<file path="src/mcc_pkg.sv">
`timescale 1ns / 1ps
// ----------------------------------------------------------------------------
// mcc_pkg: shared types and constants of the minimum coin change block
// Table sizes, field widths, register indexes, sequencer step codes and the
// control and status words that pass between the sequencer and the datapath.
// ----------------------------------------------------------------------------
package mcc_pkg;

  localparam int MAX_AMOUNT = 1023;
  localparam int MAX_COINS  = 6;
  localparam int COIN_REGS  = 6;
  localparam int USABLE_MAX = (MAX_COINS < COIN_REGS) ? MAX_COINS : COIN_REGS;

  // Field widths fixed by the interface.
  localparam int AMT_W  = 10;
  localparam int COIN_W = 10;
  localparam int KCNT_W = 3;
  localparam int OUT_W  = 10;
  localparam int CNT_W  = 11;

  localparam int ADDR_W     = $clog2(MAX_AMOUNT + 1);
  localparam int CMP_W      = (ADDR_W > AMT_W) ? ADDR_W : AMT_W;
  localparam int IDX_W      = $clog2(COIN_REGS + 1);
  localparam int COIN_SEL_W = (COIN_REGS > 1) ? $clog2(COIN_REGS) : 1;

  localparam logic [CNT_W-1:0] NO_WAY    = 11'h7FF;
  localparam logic [CNT_W-1:0] COUNT_CAP = 11'h7FE;
  localparam logic [OUT_W-1:0] OUT_MAX   = 10'd1023;

  // Configuration port.
  localparam int CFG_AW = 5;
  localparam int CFG_DW = 32;
  localparam logic [2:0] REG_COIN_COUNT = 3'd0;
  localparam logic [2:0] REG_COIN_FIRST = 3'd1;
  localparam logic [2:0] REG_COIN_LAST  = 3'd6;

  typedef enum logic [2:0] {
    STEP_WAIT,
    STEP_INIT,
    STEP_COIN,
    STEP_STORE,
    STEP_FINAL,
    STEP_RESULT
  } step_t;

  typedef enum logic [2:0] {
    COND_NEVER,
    COND_ALWAYS,
    COND_REQ,
    COND_T_ZERO,
    COND_COINS_DONE,
    COND_R_BELOW_T,
    COND_OUT_FREE
  } cond_t;

  // One microcode word.
  typedef struct packed {
    logic  in_wait;
    logic  init;
    logic  coin_step;
    logic  store;
    logic  rd_target;
    logic  out_load;
    cond_t cond;
    step_t jmp;
    logic  adv;
  } ctrl_t;

  // Conditions the datapath reports back to the sequencer.
  typedef struct packed {
    logic req;
    logic t_zero;
    logic coins_done;
    logic r_below_t;
    logic out_free;
  } stat_t;

endpackage

</file>
<file path="src/mcc_seq.sv">
`timescale 1ns / 1ps
// ----------------------------------------------------------------------------
// mcc_seq: microcode sequencer of the minimum coin change block
// A step counter walks a small read-only program; each word drives the
// datapath strobes and names a jump condition and its destination.
// ----------------------------------------------------------------------------
module mcc_seq (
  input  logic           clk,
  input  logic           rst_n,
  input  mcc_pkg::stat_t stat,
  output mcc_pkg::ctrl_t ctl
);
  import mcc_pkg::*;

  step_t pc_r;
  step_t pc_nxt;
  logic  cond_hit;

  function automatic ctrl_t ucode(step_t s);
    ctrl_t w;
    w = '0;
    unique case (s)
      STEP_WAIT: begin
        w.in_wait = 1'b1;
        w.cond    = COND_REQ;
        w.jmp     = STEP_INIT;
      end
      STEP_INIT: begin
        w.init = 1'b1;
        w.cond = COND_T_ZERO;
        w.jmp  = STEP_FINAL;
        w.adv  = 1'b1;
      end
      STEP_COIN: begin
        w.coin_step = 1'b1;
        w.cond      = COND_COINS_DONE;
        w.jmp       = STEP_STORE;
      end
      STEP_STORE: begin
        w.store = 1'b1;
        w.cond  = COND_R_BELOW_T;
        w.jmp   = STEP_COIN;
        w.adv   = 1'b1;
      end
      STEP_FINAL: begin
        w.rd_target = 1'b1;
        w.cond      = COND_NEVER;
        w.jmp       = STEP_WAIT;
        w.adv       = 1'b1;
      end
      STEP_RESULT: begin
        w.out_load = 1'b1;
        w.cond     = COND_OUT_FREE;
        w.jmp      = STEP_WAIT;
      end
      default: begin
        w.cond = COND_ALWAYS;
        w.jmp  = STEP_WAIT;
      end
    endcase
    return w;
  endfunction

  always_comb begin
    ctl = ucode(pc_r);
  end

  always_comb begin
    unique case (ctl.cond)
      COND_NEVER:      cond_hit = 1'b0;
      COND_ALWAYS:     cond_hit = 1'b1;
      COND_REQ:        cond_hit = stat.req;
      COND_T_ZERO:     cond_hit = stat.t_zero;
      COND_COINS_DONE: cond_hit = stat.coins_done;
      COND_R_BELOW_T:  cond_hit = stat.r_below_t;
      COND_OUT_FREE:   cond_hit = stat.out_free;
      default:         cond_hit = 1'b1;
    endcase
    if (cond_hit) begin
      pc_nxt = ctl.jmp;
    end else if (ctl.adv) begin
      pc_nxt = step_t'(3'(pc_r + 3'd1));
    end else begin
      pc_nxt = pc_r;
    end
  end

  always_ff @(posedge clk) begin
    if (!rst_n) begin
      pc_r <= STEP_WAIT;
    end else begin
      pc_r <= pc_nxt;
    end
  end

endmodule
</file>
<file path="config.mk">
export PLATFORM = sky130hd
export DESIGN_NAME = mcc_seq
export DESIGN_NICKNAME = d
export VERILOG_FILES = /design/src/mcc_pkg.sv /design/src/mcc_seq.sv
export SDC_FILE = /design/constraint.sdc
export NUM_CORES = 1
export LEC_CHECK = 0
export ABC_AREA = 1
export BUFFER_PORTS_ARGS = -buffer_cell sky130_fd_sc_hd__buf_2
export CAP_MARGIN = 15
export CORE_AREA = 5 5 42 44
export CTS_BUF_LIST = sky130_fd_sc_hd__clkbuf_16
export CTS_CLUSTER_SIZE = 28
export DETAILED_ROUTE_END_ITERATION = 7
export DIE_AREA = 0 0 47 49
export SYNTH_ARGS = -nofsm -noshare
export SYNTH_HDL_FRONTEND = slang
export SYNTH_SLANG_ARGS = --single-unit
</file>
<file path="constraint.sdc">
create_clock -name clk -period 1.49 [get_ports clk]
set_input_delay 0.298 -clock clk [delete_from_list [all_inputs] [get_ports clk]]
set_output_delay 0.298 -clock clk [all_outputs]
set_load 0.02 [all_outputs]
</file>
==> impl_metrics.json, run 1 <==
{
  "reg2reg_from": "pc_r[1]",
  "drc": 0,
  "pre_cts_ws_ps": -64.5,
  "ys_types": 17,
  "grt_pass1_wl_um": 2350,
  "setup_ws_ps": -78.4,
  "dieWidth_um": 47,
  "yosys_warnings": 0,
  "fmax_ghz": 0.638,
  "clock_latency_ps": 220,
  "cts_tree": "yes",
  "overflow": 0,
  "drive_gt1_share_pct": 66.1,
  "slew-limit-headroom_pct": 82.0,
  "peakVddDrop_v": 0.00180,
  "cp-startpoint": "pc_r[1]",
  "pin_count": 20,
  "cp-start-kind": "register",
  "hold_violations": 0,
  "syn_avg_cell_area_um2": 5.94,
  "grt_use_met2_pct": 23.8,
  "vias": 564,
  "antenna_cells": 0,
  "core_mm2": 0.00140,
  "gp_congestion": 0.794,
  "crit_type": "reg -> out",
  "htreeDepth": 1,
  "reg2reg_slack_ps": -20,
  "start_util_pct": 33.0,
  "fin_crit_ps": 1570,
  "setup_violations": 9,
  "final_nets": 126,
  "rr_worst_depth": 8,
  "worst-path-max-fanout": 5,
  "synth_top_area_share_pct": 18.6,
  "ctsRootBufferMaster": "clkbuf_16",
  "syn2layout_area_growth_pct": 111,
  "hold_end": "pc_r[1]",
  "antenna_found_initial": 0,
  "synthCells": 78,
  "largest_register_ffs": 3,
  "power.leakage_nw": 0.526,
  "maxCapViolCount": 0,
  "grt.busiest_layer": "met2",
  "hold_class": "in -> reg",
  "r2r_end": "pc_r[0]",
  "crit_path_end_kind": "primary output",
  "numCtsBuffers": 3,
  "worst_pin_slew_ps": 269,
  "cts_sinks": 3,
  "violations": "setup timing",
  "clockBufferDepth": 2,
  "drtIter0Drc": 3,
  "status": "finished with violations",
  "tns_ps": -252,
  "wl_per_cell_um": 11.2,
  "track_usage_pct": 13.8,
  "final_area_um2": 977,
  "top_regs": "pc_r: 3 flops",
  "yosys-top-cells-area": "nand2_1 (19%), ha_1 (16%), inv_1 (15%)",
  "die_y_um": 49,
  "io_buffers": 19,
  "grt_pass1_vias": 531,
  "die-area_mm2": 0.00230,
  "placementRows": 14,
  "ant_nets": 0,
  "clk_pin_slew_ps": 30,
  "dpl.hpwl_um": 1040,
  "synth_seq_area_share_pct": 13.0,
  "grt_max_degree": 7,
  "viasPerCell": 4.41,
  "place_area_um2": 699,
  "yosysTopAreaCell": "nand2_1",
  "layout_common_cells": "nand2_1 (14), inv_1 (14), buf_6 (11), nand2_2 (10), buf_4 (10)",
  "use_met3_pct": 1.11,
  "finalClockSkew_ps": 0.266,
  "regMostFlops": "pc_r",
  "fin_crit_sh_pct": 105,
  "synth.net_count": 91,
  "min_from": "rst_n",
  "syn_area_um2": 463,
  "powerDensity_mw_per_mm2": 2450,
  "rsz0062_at_grt": "yes",
  "finalMaxSlewViolations": 0,
  "grtUsageMet1_pct": 17.2,
  "ys_ff_latch": 3,
  "cp_data_required_time_ps": 1190,
  "cp_data_arrival_time_ps": 1270,
  "holdPathStages": 3,
  "wl_um": 1440,
  "dr.pass1.iters": 4
}
==> cell usage after synthesis <==
cell / number
or2_2: 1
o21ai_0: 1
nand3_1: 4
ha_1: 6
inv_1: 19
inv_2: 3
a21oi_1: 3
nand4_1: 3
xor2_1: 1
nand2_1: 23
nand3_2: 2
dfxtp_1: 3
nand2_4: 1
o21ai_1: 1
nor2_1: 2
nand2_2: 4
a21oi_4: 1
==> report_power, final <==
group	internal [W]	switching, W	total (W)
combinational	0.000794	0.00100	0.00180
clock	0.000346	0.0000675	0.000413
sequential	0.000124	0.0000560	0.000180
==> timing repair <==
| action | in CTS | in global routing |
|---|---|---|
| gates cloned | 0 | 0 |
| hold buffers | 0 | 0 |
| endpoints found under the setup margin | 13 | 14 |
| pin swaps | 6 | 4 |
| resized for setup | 36 | 13 |
| buffers inserted | 4 | 1 |
==> worst max-delay path, stage by stage, from the launching register on <==
cell	delay (ps)
dfxtp_4	370
ha_4	180
buf_4	140
o21ai_4	160
nand2_4	80
buf_6	130
==> cell type report <==
cell class,instances,area (µm²)
Clock buffer,3,75.1
Sequential cell,3,68.8
Inverter,22,92.6
Tap cell,16,20.0
Timing Repair Buffer,30,244
Multi-Input combinational cell,53,473
Clock inverter,1,3.75
Fill cell,128,424
==> metal layers <==
layer | vias up | routed length, µm | share of wire [%]
met3 | 0 | 51 | 3.5
li1 | 302 | - | -
met1 | 251 | 590 | 41
met5 | - | 0 | 0
met2 | 11 | 797 | 55
met4 | 0 | 0 | 0
==> stage by stage <==
| step | std cells | total power [W] | hold WS (ps) | util, % |
|---|---|---|---|---|
| after CTS | 127 | 0.00228 | 369 | 66.3 |
| after floorplan | 78 | 0.00110 | 439 | - |
| after global placement | 119 | 0.00145 | 541 | 49.9 |
| after detailed placement | 119 | 0.00147 | 543 | 49.9 |
| final | 128 | 0.00239 | 372 | 69.7 |
| after global routing | 128 | 0.00258 | 387 | 69.7 |
==> logic make-up (layout without fill, tap and decap cells) <==
group	after synthesis	count (layout)	share of synthesized area (%)
compound gates	6	6	8.92
flops	3	3	13.0
xor+xnor	1	1	1.89
fa+ha+maj	6	6	16.2
simple gates	40	40	42.2
buf+inv	22	56	17.8
==> how the worst max path moves through the flow <==
stage / end / slack (ps) / cells past startpoint
4_1_cts: ctl[3] / -40 / 6
5_1_grt: pc_r[2] / -130 / 11
3_3_place_gp: pc_r[1] / -40 / 12
2_1_floorplan: pc_r[1] / -0.4 / 12
3_5_place_dp: pc_r[2] / -60 / 11
6_report: ctl[0] / -80 / 5
(Power assumes the default switching activity.)
==> run 2: changes to the inputs <==
PLACE_DENSITY_LB_ADDON = 0.2   (was default)
SKIP_LAST_GASP = 1   (was default)
==> run 2 against run 1 <==
Effect of this change: the flow still finishes with violations (setup timing); sequential share of layout area is essentially flat; final cell count is the same; sequential power shrank 4%; sequential cell count is the same; critical path depth grew 6; power grew 0.57%; clock skew grew 2.6 ps; worst setup slack gained 12 ps; register-to-register slack lost 50 ps; hold slack lost 14 ps; wire length shrank 0.63%.
==> impl_metrics.json, run 2 (synthesis gave the netlist of run 1 again) <==
{
  "fin_crit_ps": 1560,
  "die_y_um": 49,
  "wl_per_cell_um": 11.2,
  "io_buffers": 19,
  "drc": 0,
  "ctsRootBufferMaster": "clkbuf_16",
  "min_from": "rst_n",
  "dieWidth_um": 47,
  "final_nets": 126,
  "power.leakage_nw": 0.522,
  "drive_gt1_share_pct": 63.4,
  "hold_violations": 0,
  "start_util_pct": 33.0,
  "largest_register_ffs": 3,
  "grtUsageMet1_pct": 15.3,
  "setup_ws_ps": -66.4,
  "status": "finished with violations",
  "htreeDepth": 1,
  "overflow": 0,
  "finalMaxSlewViolations": 0,
  "pin_count": 20,
  "core_mm2": 0.00140,
  "ant_nets": 0,
  "powerDensity_mw_per_mm2": 2460,
  "drtIter0Drc": 19,
  "use_met3_pct": 4.43,
  "crit_type": "reg -> reg",
  "timing.hold.ws_ps": 358,
  "rr_worst_depth": 11,
  "peakVddDrop_v": 0.00113,
  "slew-limit-headroom_pct": 82.4,
  "setup_violations": 9,
  "r2r_end": "pc_r[2]",
  "holdPathStages": 3,
  "syn2layout_area_growth_pct": 111,
  "cp-start-kind": "register",
  "reg2reg_slack_ps": -70,
  "numCtsBuffers": 3,
  "crit_path_end_kind": "register",
  "grt_pass1_wl_um": 2190,
  "worst_pin_slew_ps": 263,
  "top_regs": "pc_r: 3 flops",
  "cts_sinks": 3,
  "fin_cells": 128,
  "clk_pin_slew_ps": 30,
  "grt.busiest_layer": "met2",
  "antenna_found_initial": 0,
  "clockBufferDepth": 2,
  "fill_cells": 124,
  "clock_latency_ps": 230,
  "reg2reg_from": "pc_r[1]",
  "fin_crit_sh_pct": 104,
  "die-area_mm2": 0.00230,
  "grt_pass1_vias": 536,
  "hold_class": "in -> reg",
  "cp_data_required_time_ps": 1640,
  "pre_cts_ws_ps": -37.0,
  "cp_data_arrival_time_ps": 1710,
  "worst-path-max-fanout": 6,
  "gp_congestion": 0.792,
  "hold_end": "pc_r[0]",
  "grt_use_met2_pct": 21.0,
  "final_common_cell": "inv_1",
  "grt_max_degree": 7,
  "antenna_cells": 0,
  "layout_common_cells": "inv_1 (16), nand2_1 (14), nand2_2 (10), buf_2 (10), buf_4 (10)",
  "track_usage_pct": 13.2,
  "fmax_ghz": 0.643,
  "dpl.hpwl_um": 1010,
  "maxCapViolCount": 0,
  "wl_um": 1430,
  "violations": "setup timing",
  "dr.pass1.iters": 4,
  "regMostFlops": "pc_r",
  "numPlacedInstances": 119,
  "cts_tree": "yes",
  "finalClockSkew_ps": 2.84,
  "vias": 571,
  "rsz0062_at_grt": "yes",
  "viasPerCell": 4.46,
  "placementRows": 14
}
[run 2: cell counts in the layout (fill, tap and decap cells not counted)]
No cell type changed its count.
[run 2: report_power, final]
part | internal [W] | switching (W) | leakage [nW]
Sequential | 0.000124 | 0.0000481 | 0.0264
Combinational | 0.000797 | 0.00101 | 0.454
Clock | 0.000347 | 0.0000798 | 0.0423
[run 2: how the worst max path moves through the flow]
stage	slack (ps)	cells after the start	from	to
after floorplan	-0.4	12	pc_r[0]	pc_r[1]
after global placement	-20	12	pc_r[1]	pc_r[1]
after detailed placement	-40	12	pc_r[1]	pc_r[1]
after CTS	-60	6	pc_r[1]	ctl[3]
after global routing	-130	11	pc_r[1]	pc_r[1]
final	-70	11	pc_r[1]	pc_r[2]
[run 2: final cells by class]
cell class,instances,area (µm²),area share (%)
clock buffer,3,75.1,7.69
multi-input combinational,53,469,48.1
clock inverter,1,3.75,0.385
inverter,22,92.6,9.49
sequential,3,68.8,7.05
timing repair buffer,30,246,25.3
tap,16,20.0,2.05
[run 2: stage by stage]
stage	area (µm²)	utilization, %	setup TNS, ps	total power [W]
CTS	912	65.1	-342	0.00221
global placement	712	50.8	-40.3	0.00147
detailed placement	712	50.8	-77.7	0.00148
floorplan	539	-	-0.744	0.00110
global route	976	69.6	-961	0.00256
finish	976	69.6	-383	0.00240
[run 2: layer usage]
metal,vias to the layer above,part of all wire (%)
li1,300,-
met1,251,39
met2,18,54
met3,2,5.6
met4,0,1.1
met5,-,0
[run 2: worst max-delay path, stage by stage, from the launching register on]
cell	delay, ps
dfxtp_4	360
ha_4	190
ha_4	160
inv_4	70
nand4_1	80
nand2_1	110
nand2_2	70
nand3_4	120
nand2_4	70
nand2_2	70
nand2_2	50
a21oi_2	140
[run 2: timing repair]
item	CTS	global route
gates resized for setup	29	14
hold buffers	0	0
setup buffers	3	2
endpoints found under the setup margin	12	14
cloned	0	0
pin swaps	8	8
